## src/hw/rtl/dmsl_pkg.sv

```systemverilog
// Shared types, constants and arithmetic helpers for the dual motor slew limiter.
package dmsl_pkg;

  localparam int FRAC_BITS  = 8;
  localparam int GAIN_FRAC  = 8;
  localparam int LEVEL_W    = 16;
  localparam int STEP_W     = 12;
  localparam int OFFSET_W   = 14;
  localparam int GAIN_W     = 10;
  localparam int ANGLE_W    = 8;
  localparam int CFG_IDX_W  = 2;
  localparam int CFG_DATA_W = 14;

  // Magnitude of a level-wide target, and the serial divide widths.
  localparam int MAG_W   = LEVEL_W + 1;
  localparam int DVD_W   = STEP_W + LEVEL_W - 1;
  localparam int REM_W   = MAG_W + 1;
  localparam int CNT_W   = $clog2(DVD_W);
  // Scaled step never exceeds step * ONE_Q.
  localparam int ADD_W   = STEP_W + FRAC_BITS + 1;
  localparam int SUM_W   = ADD_W + 2;
  localparam int LDIFF_W = LEVEL_W + 1;
  localparam int RPROD_W = LEVEL_W + GAIN_W + 1;
  localparam int RX_W    = RPROD_W - FRAC_BITS - GAIN_FRAC;

  localparam int ONE_Q        = 1 << FRAC_BITS;
  localparam int LEVEL_HI_RAW = 128 * ONE_Q - 1;
  localparam int LEVEL_LO_RAW = -128 * ONE_Q;
  localparam int LEVEL_HI     = (LEVEL_HI_RAW > 32767) ? 32767 : LEVEL_HI_RAW;
  localparam int LEVEL_LO     = (LEVEL_LO_RAW < -32768) ? -32768 : LEVEL_LO_RAW;

  localparam logic [STEP_W-1:0]   RISE_STEP_RST   = STEP_W'(512);
  localparam logic [STEP_W-1:0]   FALL_STEP_RST   = STEP_W'(256);
  localparam logic [OFFSET_W-1:0] LEFT_OFFSET_RST = OFFSET_W'(1280);
  localparam logic [GAIN_W-1:0]   RIGHT_GAIN_RST  = GAIN_W'(307);

  // Servo map: angle = (x + 127) * 180 / 254 = v * 90 / 127, with v = x + 127.
  localparam int MAP_BIAS   = 127;
  localparam int MAP_SPAN   = 254;
  localparam int ANGLE_MAX  = 180;
  localparam int RECIP_SH   = 22;
  // ceil(2^22 / 127) * 90, exact for v * 90 below 2^15.
  localparam logic [21:0] RECIP_MUL = 22'd2972430;

  typedef enum logic [CFG_IDX_W-1:0] {
    REG_RISE_STEP   = 2'd0,
    REG_FALL_STEP   = 2'd1,
    REG_LEFT_OFFSET = 2'd2,
    REG_RIGHT_GAIN  = 2'd3
  } cfg_reg_t;

  typedef struct packed {
    logic                      kill;
    logic signed [LEVEL_W-1:0] left_target;
    logic signed [LEVEL_W-1:0] right_target;
  } req_t;

  typedef struct packed {
    logic [ANGLE_W-1:0]        left_angle;
    logic [ANGLE_W-1:0]        right_angle;
    logic signed [LEVEL_W-1:0] left_now;
    logic signed [LEVEL_W-1:0] right_now;
  } rsp_t;

  // Move a level one step toward its target, then saturate.
  function automatic logic signed [LEVEL_W-1:0] step_level(
    input logic signed [LEVEL_W-1:0] level,
    input logic signed [LEVEL_W-1:0] target,
    input logic [ADD_W-1:0]          add
  );
    logic signed [SUM_W-1:0] lv;
    logic signed [SUM_W-1:0] ad;
    logic signed [SUM_W-1:0] sum;
    lv = SUM_W'(level);
    ad = signed'({2'b00, add});
    if (level > target) begin
      sum = lv - ad;
    end else if (level < target) begin
      sum = lv + ad;
    end else begin
      sum = lv;
    end
    if (sum > SUM_W'(LEVEL_HI)) begin
      sum = SUM_W'(LEVEL_HI);
    end
    if (sum < SUM_W'(LEVEL_LO)) begin
      sum = SUM_W'(LEVEL_LO);
    end
    return sum[LEVEL_W-1:0];
  endfunction

  // Arithmetic shift right that rounds toward zero.
  function automatic logic signed [RPROD_W-1:0] trunc_shift(
    input logic signed [RPROD_W-1:0] x,
    input int                        k
  );
    logic signed [RPROD_W-1:0] bias;
    bias = (RPROD_W'(1) <<< k) - RPROD_W'(1);
    if (x < 0) begin
      return (x + bias) >>> k;
    end
    return x >>> k;
  endfunction

  function automatic logic [ANGLE_W-1:0] to_angle(input logic signed [RPROD_W-1:0] x);
    logic signed [RPROD_W:0] v;
    logic [29:0]             p;
    v = (RPROD_W+1)'(x) + (RPROD_W+1)'(MAP_BIAS);
    p = {22'd0, v[7:0]} * {8'd0, RECIP_MUL};
    if (v <= 0) begin
      return '0;
    end else if (v >= (RPROD_W+1)'(MAP_SPAN)) begin
      return ANGLE_W'(ANGLE_MAX);
    end
    return p[RECIP_SH +: ANGLE_W];
  endfunction

endpackage

```

## src/hw/rtl/dual_motor_slew_limiter_core.sv

```systemverilog
// Dual motor slew limiter: slew step, bit-serial ratio divide, trim and servo mapping.
// A request passes through S_PREP, S_MUL, S_DIV, S_UPD and S_MAP1 to S_MAP3 before its result is valid.
// Flow: a new request is taken only in S_IDLE, one at a time; the next request
//   is taken while a finished result still waits in the output register, but a stalled output holds the core in S_HOLD.
// The 27-step restoring divider for step * lesser / big takes most of each request's time.
// Reset (rst, synchronous): levels cleared, registers back to defaults, no result pending.
module dual_motor_slew_limiter_core (
  input  logic                                clk,
  input  logic                                rst,
  input  logic                                req_valid,
  output logic                                req_stall,
  input  dmsl_pkg::req_t                      req,
  output logic                                rsp_valid,
  input  logic                                rsp_stall,
  output dmsl_pkg::rsp_t                      rsp,
  input  logic                                cfg_valid,
  output logic                                cfg_ready,
  input  logic [dmsl_pkg::CFG_IDX_W-1:0]      cfg_index,
  input  logic [dmsl_pkg::CFG_DATA_W-1:0]     cfg_data
);
  import dmsl_pkg::*;

  typedef enum logic [8:0] {
    S_IDLE = 9'b000000001,
    S_PREP = 9'b000000010,
    S_MUL  = 9'b000000100,
    S_DIV  = 9'b000001000,
    S_UPD  = 9'b000010000,
    S_MAP1 = 9'b000100000,
    S_MAP2 = 9'b001000000,
    S_MAP3 = 9'b010000000,
    S_HOLD = 9'b100000000
  } state_t;

  state_t state;
  state_t state_next;

  logic [STEP_W-1:0]   rise_step;
  logic [STEP_W-1:0]   fall_step;
  logic [OFFSET_W-1:0] left_offset;
  logic [GAIN_W-1:0]   right_gain;

  logic signed [LEVEL_W-1:0] left_level;
  logic signed [LEVEL_W-1:0] right_level;
  logic signed [LEVEL_W-1:0] lt;
  logic signed [LEVEL_W-1:0] rt;

  logic [STEP_W-1:0] step;
  logic [MAG_W-1:0]  big;
  logic [MAG_W-1:0]  lesser;
  logic              scale_left;
  logic              scale_right;

  logic [DVD_W-1:0] dvd;
  logic [REM_W-1:0] rem;
  logic [CNT_W-1:0] cnt;

  logic signed [LDIFF_W-1:0] ldiff;
  logic signed [RPROD_W-1:0] rprod;
  logic signed [LDIFF_W-1:0] lx;
  logic signed [RX_W-1:0]    rx;

  logic             req_take;
  logic             rsp_load;
  logic [MAG_W-1:0] lm;
  logic [MAG_W-1:0] rm;
  logic [MAG_W-1:0] big_raw;
  logic [MAG_W-1:0] lesser_raw;
  logic [REM_W:0]   trial;
  logic [ADD_W-1:0] quot;
  logic [ADD_W-1:0] ladd;
  logic [ADD_W-1:0] radd;
  logic [STEP_W+MAG_W-1:0] prod;

  assign cfg_ready = 1'b1;
  assign req_stall = (state != S_IDLE);
  assign req_take  = req_valid && !req_stall;
  assign rsp_load  = (state == S_MAP3) && (!rsp_valid || !rsp_stall);

  always_comb begin
    lm         = lt[LEVEL_W-1] ? MAG_W'(-MAG_W'(lt)) : MAG_W'(lt);
    rm         = rt[LEVEL_W-1] ? MAG_W'(-MAG_W'(rt)) : MAG_W'(rt);
    big_raw    = (lm > rm) ? lm : rm;
    lesser_raw = (lm < rm) ? lm : rm;
    prod       = {{MAG_W{1'b0}}, step} * {{STEP_W{1'b0}}, lesser};
    trial      = {1'b0, rem[REM_W-2:0], dvd[DVD_W-1]} - {2'b00, big};
    quot       = dvd[ADD_W-1:0];
    ladd       = scale_left  ? quot : ADD_W'(step);
    radd       = scale_right ? quot : ADD_W'(step);
  end

  always_comb begin
    state_next = state;
    case (state)
      S_IDLE: if (req_take) state_next = S_PREP;
      S_PREP: state_next = S_MUL;
      S_MUL:  state_next = S_DIV;
      S_DIV:  if (cnt == '0) state_next = S_UPD;
      S_UPD:  state_next = S_MAP1;
      S_MAP1: state_next = S_MAP2;
      S_MAP2: state_next = S_MAP3;
      S_MAP3: state_next = rsp_load ? S_IDLE : S_HOLD;
      S_HOLD: state_next = S_MAP3;
      default: state_next = S_IDLE;
    endcase
  end

  always_ff @(posedge clk) begin
    if (rst) begin
      state       <= S_IDLE;
      rise_step   <= RISE_STEP_RST;
      fall_step   <= FALL_STEP_RST;
      left_offset <= LEFT_OFFSET_RST;
      right_gain  <= RIGHT_GAIN_RST;
      left_level  <= '0;
      right_level <= '0;
      rsp_valid   <= 1'b0;
    end else begin
      state <= state_next;
      if (cfg_valid && cfg_ready) begin
        case (cfg_reg_t'(cfg_index))
          REG_RISE_STEP:   rise_step   <= cfg_data[STEP_W-1:0];
          REG_FALL_STEP:   fall_step   <= cfg_data[STEP_W-1:0];
          REG_LEFT_OFFSET: left_offset <= cfg_data[OFFSET_W-1:0];
          REG_RIGHT_GAIN:  right_gain  <= cfg_data[GAIN_W-1:0];
          default: ;
        endcase
      end
      if (state == S_UPD) begin
        left_level  <= step_level(left_level, lt, ladd);
        right_level <= step_level(right_level, rt, radd);
      end
      if (rsp_load) begin
        rsp_valid <= 1'b1;
      end else if (!rsp_stall) begin
        rsp_valid <= 1'b0;
      end
    end
  end

  // Datapath registers.
  always_ff @(posedge clk) begin
    case (state)
      S_IDLE: begin
        lt <= req.kill ? '0 : req.left_target;
        rt <= req.kill ? '0 : req.right_target;
      end
      S_PREP: begin
        step        <= (lt < left_level && rt < right_level) ? fall_step : rise_step;
        big         <= (big_raw == '0) ? MAG_W'(ONE_Q) : big_raw;
        lesser      <= (lesser_raw == '0) ? MAG_W'(ONE_Q) : lesser_raw;
        scale_left  <= lm < rm;
        scale_right <= lm > rm;
      end
      S_MUL: begin
        dvd <= prod[DVD_W-1:0];
        rem <= '0;
        cnt <= CNT_W'(DVD_W - 1);
      end
      S_DIV: begin
        // Restoring step: shift in one dividend bit, keep the trial if it fits.
        if (!trial[REM_W]) begin
          rem <= trial[REM_W-1:0];
          dvd <= {dvd[DVD_W-2:0], 1'b1};
        end else begin
          rem <= {rem[REM_W-2:0], dvd[DVD_W-1]};
          dvd <= {dvd[DVD_W-2:0], 1'b0};
        end
        cnt <= cnt - CNT_W'(1);
      end
      S_MAP1: begin
        ldiff <= LDIFF_W'(left_level) - signed'({{(LDIFF_W-OFFSET_W){1'b0}}, left_offset});
        rprod <= RPROD_W'(right_level) * signed'({{(RPROD_W-GAIN_W){1'b0}}, right_gain});
      end
      S_MAP2: begin
        lx <= LDIFF_W'(trunc_shift(RPROD_W'(ldiff), FRAC_BITS));
        rx <= RX_W'(trunc_shift(rprod, FRAC_BITS + GAIN_FRAC));
      end
      S_MAP3: begin
        if (rsp_load) begin
          rsp.left_angle  <= to_angle(RPROD_W'(lx));
          rsp.right_angle <= to_angle(RPROD_W'(rx));
          rsp.left_now    <= left_level;
          rsp.right_now   <= right_level;
        end
      end
      default: ;
    endcase
  end

  // The zero guard must hold before the divider starts.
  assert property (@(posedge clk) disable iff (rst)
    state == S_MUL |-> (big != '0 && lesser != '0))
    else $error("divider started with zero operand");

  // The scaled step must fit the adder width.
  assert property (@(posedge clk) disable iff (rst)
    state == S_UPD |-> dvd[DVD_W-1:ADD_W] == '0)
    else $error("scaled step overflows adder width");

  // A result appears only from the mapping stage.
  assert property (@(posedge clk) disable iff (rst)
    $rose(rsp_valid) |-> $past(state) == S_MAP3)
    else $error("result raised outside mapping stage");

endmodule
```

## config.mk

```make
export PLATFORM = sky130hd
export DESIGN_NAME = dual_motor_slew_limiter_core
export DESIGN_NICKNAME = d
export VERILOG_FILES = /design/src/hw/rtl/dmsl_pkg.sv /design/src/hw/rtl/dual_motor_slew_limiter_core.sv
export SDC_FILE = /design/constraint.sdc
export NUM_CORES = 2
export LEC_CHECK = 0
export BUFFER_PORTS_ARGS = -buffer_cell sky130_fd_sc_hd__buf_2
export CAP_MARGIN = 20
export CORE_UTILIZATION = 60
export DETAILED_ROUTE_END_ITERATION = 12
export PLACE_DENSITY_LB_ADDON = 0.2
export REMOVE_ABC_BUFFERS = 1
export SETUP_SLACK_MARGIN = 0.4
export SYNTH_ARGS = -nofsm -noshare
export SYNTH_HDL_FRONTEND = slang
export SYNTH_SLANG_ARGS = --single-unit
```

## constraint.sdc

```tcl
create_clock -name clk -period 7.25 [get_ports clk]
set_input_delay 0.725 -clock clk [delete_from_list [all_inputs] [get_ports clk]]
set_output_delay 0.725 -clock clk [all_outputs]
set_load 0.1 [all_outputs]
```

* Word level (Yosys, flattened, before mapping)
Index checks and enable logic that the tools add are counted.
** Cells by class
- Eq/ne operators :: 16
- Magnitude comparators :: 18
- Reductions and logical operators :: 19
- Add/subtract/negate cells :: 13
- Multiply operators :: 4
- Multiplexer cells :: 56
** Operators by type and width (count)
- 23-bit 2-to-1 mux :: 14
- 17-bit 2-to-1 mux :: 7
- 9-bit case mux with 8 select lines :: 1
- 16-bit less-than comparator :: 4
- 8-bit by 21-bit multiplier with 29-bit output (second input constant) :: 2
- 27-bit case mux with 2 select lines :: 1
- 8-bit 2-to-1 mux :: 6
- 16-bit by 22-bit adder with 23-bit output :: 2
- 23-bit by 16-bit greater-than comparator with 1-bit output (second input constant) :: 2
- 23-bit by 16-bit less-than comparator with 1-bit output (second input constant) :: 2
- 16-bit by 22-bit subtractor with 23-bit output :: 2
- 21-bit 2-to-1 mux :: 2
- 17-bit zero test :: 2
- 16-bit negation with 17-bit output :: 2
- 17-bit case mux with 2 select lines :: 1
- 16-bit greater-than comparator :: 2
- 16-bit 2-to-1 mux :: 2
- 27-bit by 17-bit adder with 27-bit output (second input constant) :: 1
- 27-bit by 1-bit less-than comparator with 1-bit output (second input constant) :: 1
- 12-bit by 17-bit multiplier with 27-bit output :: 1
- 16-bit by 11-bit multiplier with 27-bit output :: 1
- 9-bit 2-to-1 mux :: 3
- 11-bit 2-to-1 mux :: 2
- 18-bit by 17-bit subtractor with 19-bit output :: 1
- 37 further kinds :: 62
** Storage, ports and cells
- Register bits after elaboration :: 339
- Word-level logic and storage cells :: 152

* Longest topological paths before layout
- Depth in word-level cells :: 12
- Depth in mapped cells :: 27

* Least setup slack after synthesis
Ideal clock, no wire load.
- Path kind :: register -> register
- Start :: register right_gain[2]
- End :: register rprod[26] (data pin)
- Data arrival time :: 5842 ps
- Setup time :: 260 ps
- Path slack :: 1148 ps
- Cell stages (with the launch flop) :: 23
- Period minus slack after synthesis :: 6102 ps
- Buffers on the path :: 2
- Path through :: dfxtp_1 > clkbuf_1 > clkbuf_1 > nand2_1 > fa_1 > fa_1 > fa_1 > inv_1 > fa_1 > inv_1 > fa_1 > inv_1 > ha_1 > or3_1 > o31ai_1 > o21ai_0 > o21ai_0 > o21ai_0 > o41ai_1 > o21ai_0 > o21a_1 > nor2_1 > xnor2_1
** On the way
- Longest elaborated chain between the ends :: 1
** RTL lines
- start: declaration :: line dual_motor_slew_limiter_core.sv:41 : logic [GAIN_W-1:0] right_gain;
- start signal: assignment :: line dual_motor_slew_limiter_core.sv:125 : REG_RIGHT_GAIN: right_gain <= cfg_data[GAIN_W-1:0];
- 16-bit by 11-bit multiplier with 27-bit output :: line dual_motor_slew_limiter_core.sv:173 : rprod <= RPROD_W'(right_level) * signed'({{(RPROD_W-GAIN_W){1'b0}}, right_gain});
- end signal: assignment :: line dual_motor_slew_limiter_core.sv:173
- end: declaration :: line dual_motor_slew_limiter_core.sv:59 : logic signed [RPROD_W-1:0] rprod;
Every way passes these cells.
A chain may end at the register's enable or synchronous reset.

* Final worst setup path
Same ends and word-level chain as after synthesis.

==> summary.md <==
| Metric | Value |
|---|---|
| DP HPWL | `75.9 mm` |
| Max_cap viols | `0` |
| Actual slew at the worst max-slew pin | `1020 ps` |
| Die width | `256 µm` |
| Period utilisation layout | `90.5%` |
| # Post-CTS Setup Buffers | `0` |
| Sequential-to-total area share from yosys stat | `23.4%` |
| Boundary pin count | `105` |
| Detail Route Antenna Nets | `0` |
| Critical path peak fanout | `17` |
| Setup slack after layout | `687 ps` |
| Worst Path Buf+Inv | `3` |
| Cell Rows | `92` |
| GRT Util Overall | `30.0%` |
| Hold Vio Cnt, Final | `0` |
| Share of cells above drive strength 1 | `6.97%` |
| CP top delay family | `adder cells` |
| Setup WS pre-CTS | `568 ps` |
| CP Capture Type | `flip-flop` |
| Leakage | `19.3 nW` |
| Clock Tree Root | `clkbuf_16` |
| Cell Area, Synth | `38,700 µm²` |
| Die H | `256 µm` |
| Final #Nets | `5,240` |
| First-pass DRT Iterations | `5` |
| RSZ-0062 raised after global routing | `yes` |
| PortBufs | `103` |
| Top-count cell post-synth | `inv_1` |
| Setup TNS | `0 ps` |
| Critical Setup Path Class | `flip-flop to flip-flop` |
| Placed cells | `5,163` |
| Post-cts resize count | `0` |
| Fmax | `152 MHz` |
| Cell area after layout | `41,500 µm²` |
| Post-synth EDFFs | `242` |
| Layout area overhead | `7.19%` |
| Flip-flop and latch count after synthesis | `332` |
| Drt initial violations | `2,429` |
| Drt via density | `5.76` |
| Top cells by area, synth | `fa_1, edfxtp_1, ha_1, inv_1, nand2_1` |
| Core area | `63,400 µm²` |
| R2r setup slk | `690 ps` |
| Residual DRC count | `0` |
| Clk sinks | `332` |
| Crit path arrival time | `6890 ps` |
| Reg clk slew, reported paths | `70 ps` |
| Post-synth cell types | `94` |
| DIE AREA | `65,600 µm²` |
| Vias | `30,200` |
| Overall Power | `10.1 mW` |
| CP Data Required Time | `7570 ps` |
| Starting Density | `61.1%` |
| Skew-Pair Late Insertion Delay | `590 ps` |
| Final WL | `97.0 mm` |
| Top cells by count, synth | `inv_1, nand2_1, ha_1` |
| Top FF cell, synth | `edfxtp_1` |
| Hold_buf cts | `0` |
| Slew Viols, Final | `0` |
| GRT overflow | `0` |
| Clk_skew | `22.6 ps` |
| Synthesis warning total | `0` |
| Async SR Flop Fraction | `0%` |
| WL/cell | `18.5 µm` |
| Startpoint Class | `flip-flop` |
| Synth area leader | `fa_1` |
| Final Non-Filler Cells | `5,240` |
| Initial antenna violation count | `2` |
| Slowest CP cell | `dfxtp_1` |
| Crit-path cells | `nand2_1, fa_1, fa_1, fa_1, inv_1, fa_1, inv_1, fa_1, inv_1, ha_1, or3_1, o31ai_1, o21ai_0, o21ai_0, o21ai_0, o41ai_2, o21ai_0, o21a_1, nor2_1, xnor2_1` |
| Pwr Density | `243 nW/µm²` |
| TritonCTS Buffers | `41` |
| Largest net degree at the start of global routing | `62` |
| Most frequent cell on the critical path | `fa_1` |
| Cell count after synthesis | `4,319` |
| Final min period | `6560 ps` |
| Avg Inst Size Synth | `8.97 µm²` |
| Setup violators final | `0` |
| VDD IR max | `0.000312 V` |
| First-pass GRT wire length | `157 mm` |
| Gp weighted congestion | `0.961` |
| Placed Area | `40,100 µm²` |
| H-tree levels | `2` |
| Worst min path class | `primary input to flip-flop` |
| CTS tree | `built` |
| CTS max path bufs | `3` |
| Status | `completed` |
| Slew HR | `32.2%` |
| Vias in the first global route | `29,700` |
| CP peak stage delay | `690 ps` |
| Share of the synthesized area in the top cell type | `19.5%` |
==> tightest hold or removal path, cell delays in order <==
cell and delay (ps):
buf_2 110, nand2_1 50, a21oi_1 50
==> path summary, 6_finish.rpt <==
check | endpoint | start | cells after the start
worst max-delay path | rprod[26]$_DFFE_PP_ | right_gain[2]$_SDFFE_PP0P_ | 20
worst min register to register | left_offset[6]$_SDFFE_PP0P_ | left_offset[6]$_SDFFE_PP0P_ | 2
worst max register to register | rprod[26]$_DFFE_PP_ | right_gain[2]$_SDFFE_PP0P_ | 20
worst min-delay path | left_offset[13]$_SDFFE_PP0P_ | cfg_data[13] | 3
==> metal layers <==
layer	track usage, %	routed length [µm]
met1	41.0	41400
met3	4.04	6800
met4	11.7	3980
met2	48.6	44800
met5	0	0
==> cell usage in the layout, fill, tap and decap left out, types with 24 or more instances in the layout <==
| cell | netlist | final |
|---|---|---|
| a211oi_1 | 35 | 35 |
| a21o_1 | 35 | 35 |
| a21oi_1 | 221 | 220 |
| a31oi_1 | 25 | 25 |
| and2_1 | 141 | 141 |
| buf_2 | 11 | 103 |
| buf_4 | 2 | 52 |
| clkbuf_16 | 0 | 43 |
| dfxtp_1 | 90 | 89 |
| edfxtp_1 | 242 | 242 |
| fa_1 | 378 | 378 |
| ha_1 | 448 | 448 |
| inv_1 | 751 | 750 |
| mux2i_1 | 59 | 58 |
| nand2_1 | 522 | 521 |
| nand2b_1 | 28 | 28 |
| nand3_1 | 49 | 49 |
| nand4_1 | 29 | 29 |
| nor2_1 | 234 | 233 |
| nor2b_1 | 70 | 70 |
| nor3_1 | 59 | 58 |
| nor4_1 | 25 | 24 |
| o21a_1 | 36 | 36 |
| o21ai_0 | 169 | 169 |
| or3_1 | 24 | 24 |
| xnor2_1 | 106 | 106 |
| xor2_1 | 56 | 56 |
==> kinds of logic after synthesis <==
| family | after synthesis | synth area share, % |
|---|---|---|
| xor+xnor | 162 | 3.66 |
| simple gates | 1277 | 15.7 |
| compound gates | 731 | 12.2 |
| buf+inv | 912 | 8.92 |
| flops | 332 | 23.4 |
| other cells | 2 | 0.0194 |
| fa+ha+maj | 826 | 34.0 |
| mux | 77 | 2.08 |
==> sequential cells by signal (all words and copies together), names as in the netlist, 12 cells and up <==
| register | count |
|---|---|
| rise_step | 12 |
| lt | 16 |
| lesser | 17 |
| right_level | 16 |
| fall_step | 12 |
| rprod | 27 |
| dvd | 27 |
| left_level | 16 |
| step | 12 |
| rem | 17 |
| big | 17 |
| ldiff | 17 |
| left_offset | 14 |
| rsp | 48 |
| rt | 16 |
==> power breakdown <==
group | leakage [nW] | switching [mW] | internal [mW]
clock | 0.663 | 0.912 | 1.18
combinational | 15.5 | 3.15 | 2.27
sequential | 3.09 | 0.176 | 2.39
==> cell type report <==
| type | instances | area (µm²) |
|---|---|---|
| Multi-Input combinational cell | 3078 | 26300 |
| Clock inverter | 28 | 260 |
| Timing Repair Buffer | 155 | 906 |
| Sequential cell | 332 | 9070 |
| Inverter | 752 | 2820 |
| Fill cell | 5172 | 21900 |
| Antenna cell | 2 | 5.00 |
| Clock buffer | 47 | 1100 |
| Tap cell | 846 | 1060 |
==> through the flow <==
stage	hold WS [ps]	utilization (%)
CTS	358	65.4
global route	400	65.5
floorplan	427	-
detailed placement	446	63.3
global placement	441	63.3
finish	388	65.5
Note: power is estimated with default switching activity, not from simulation.
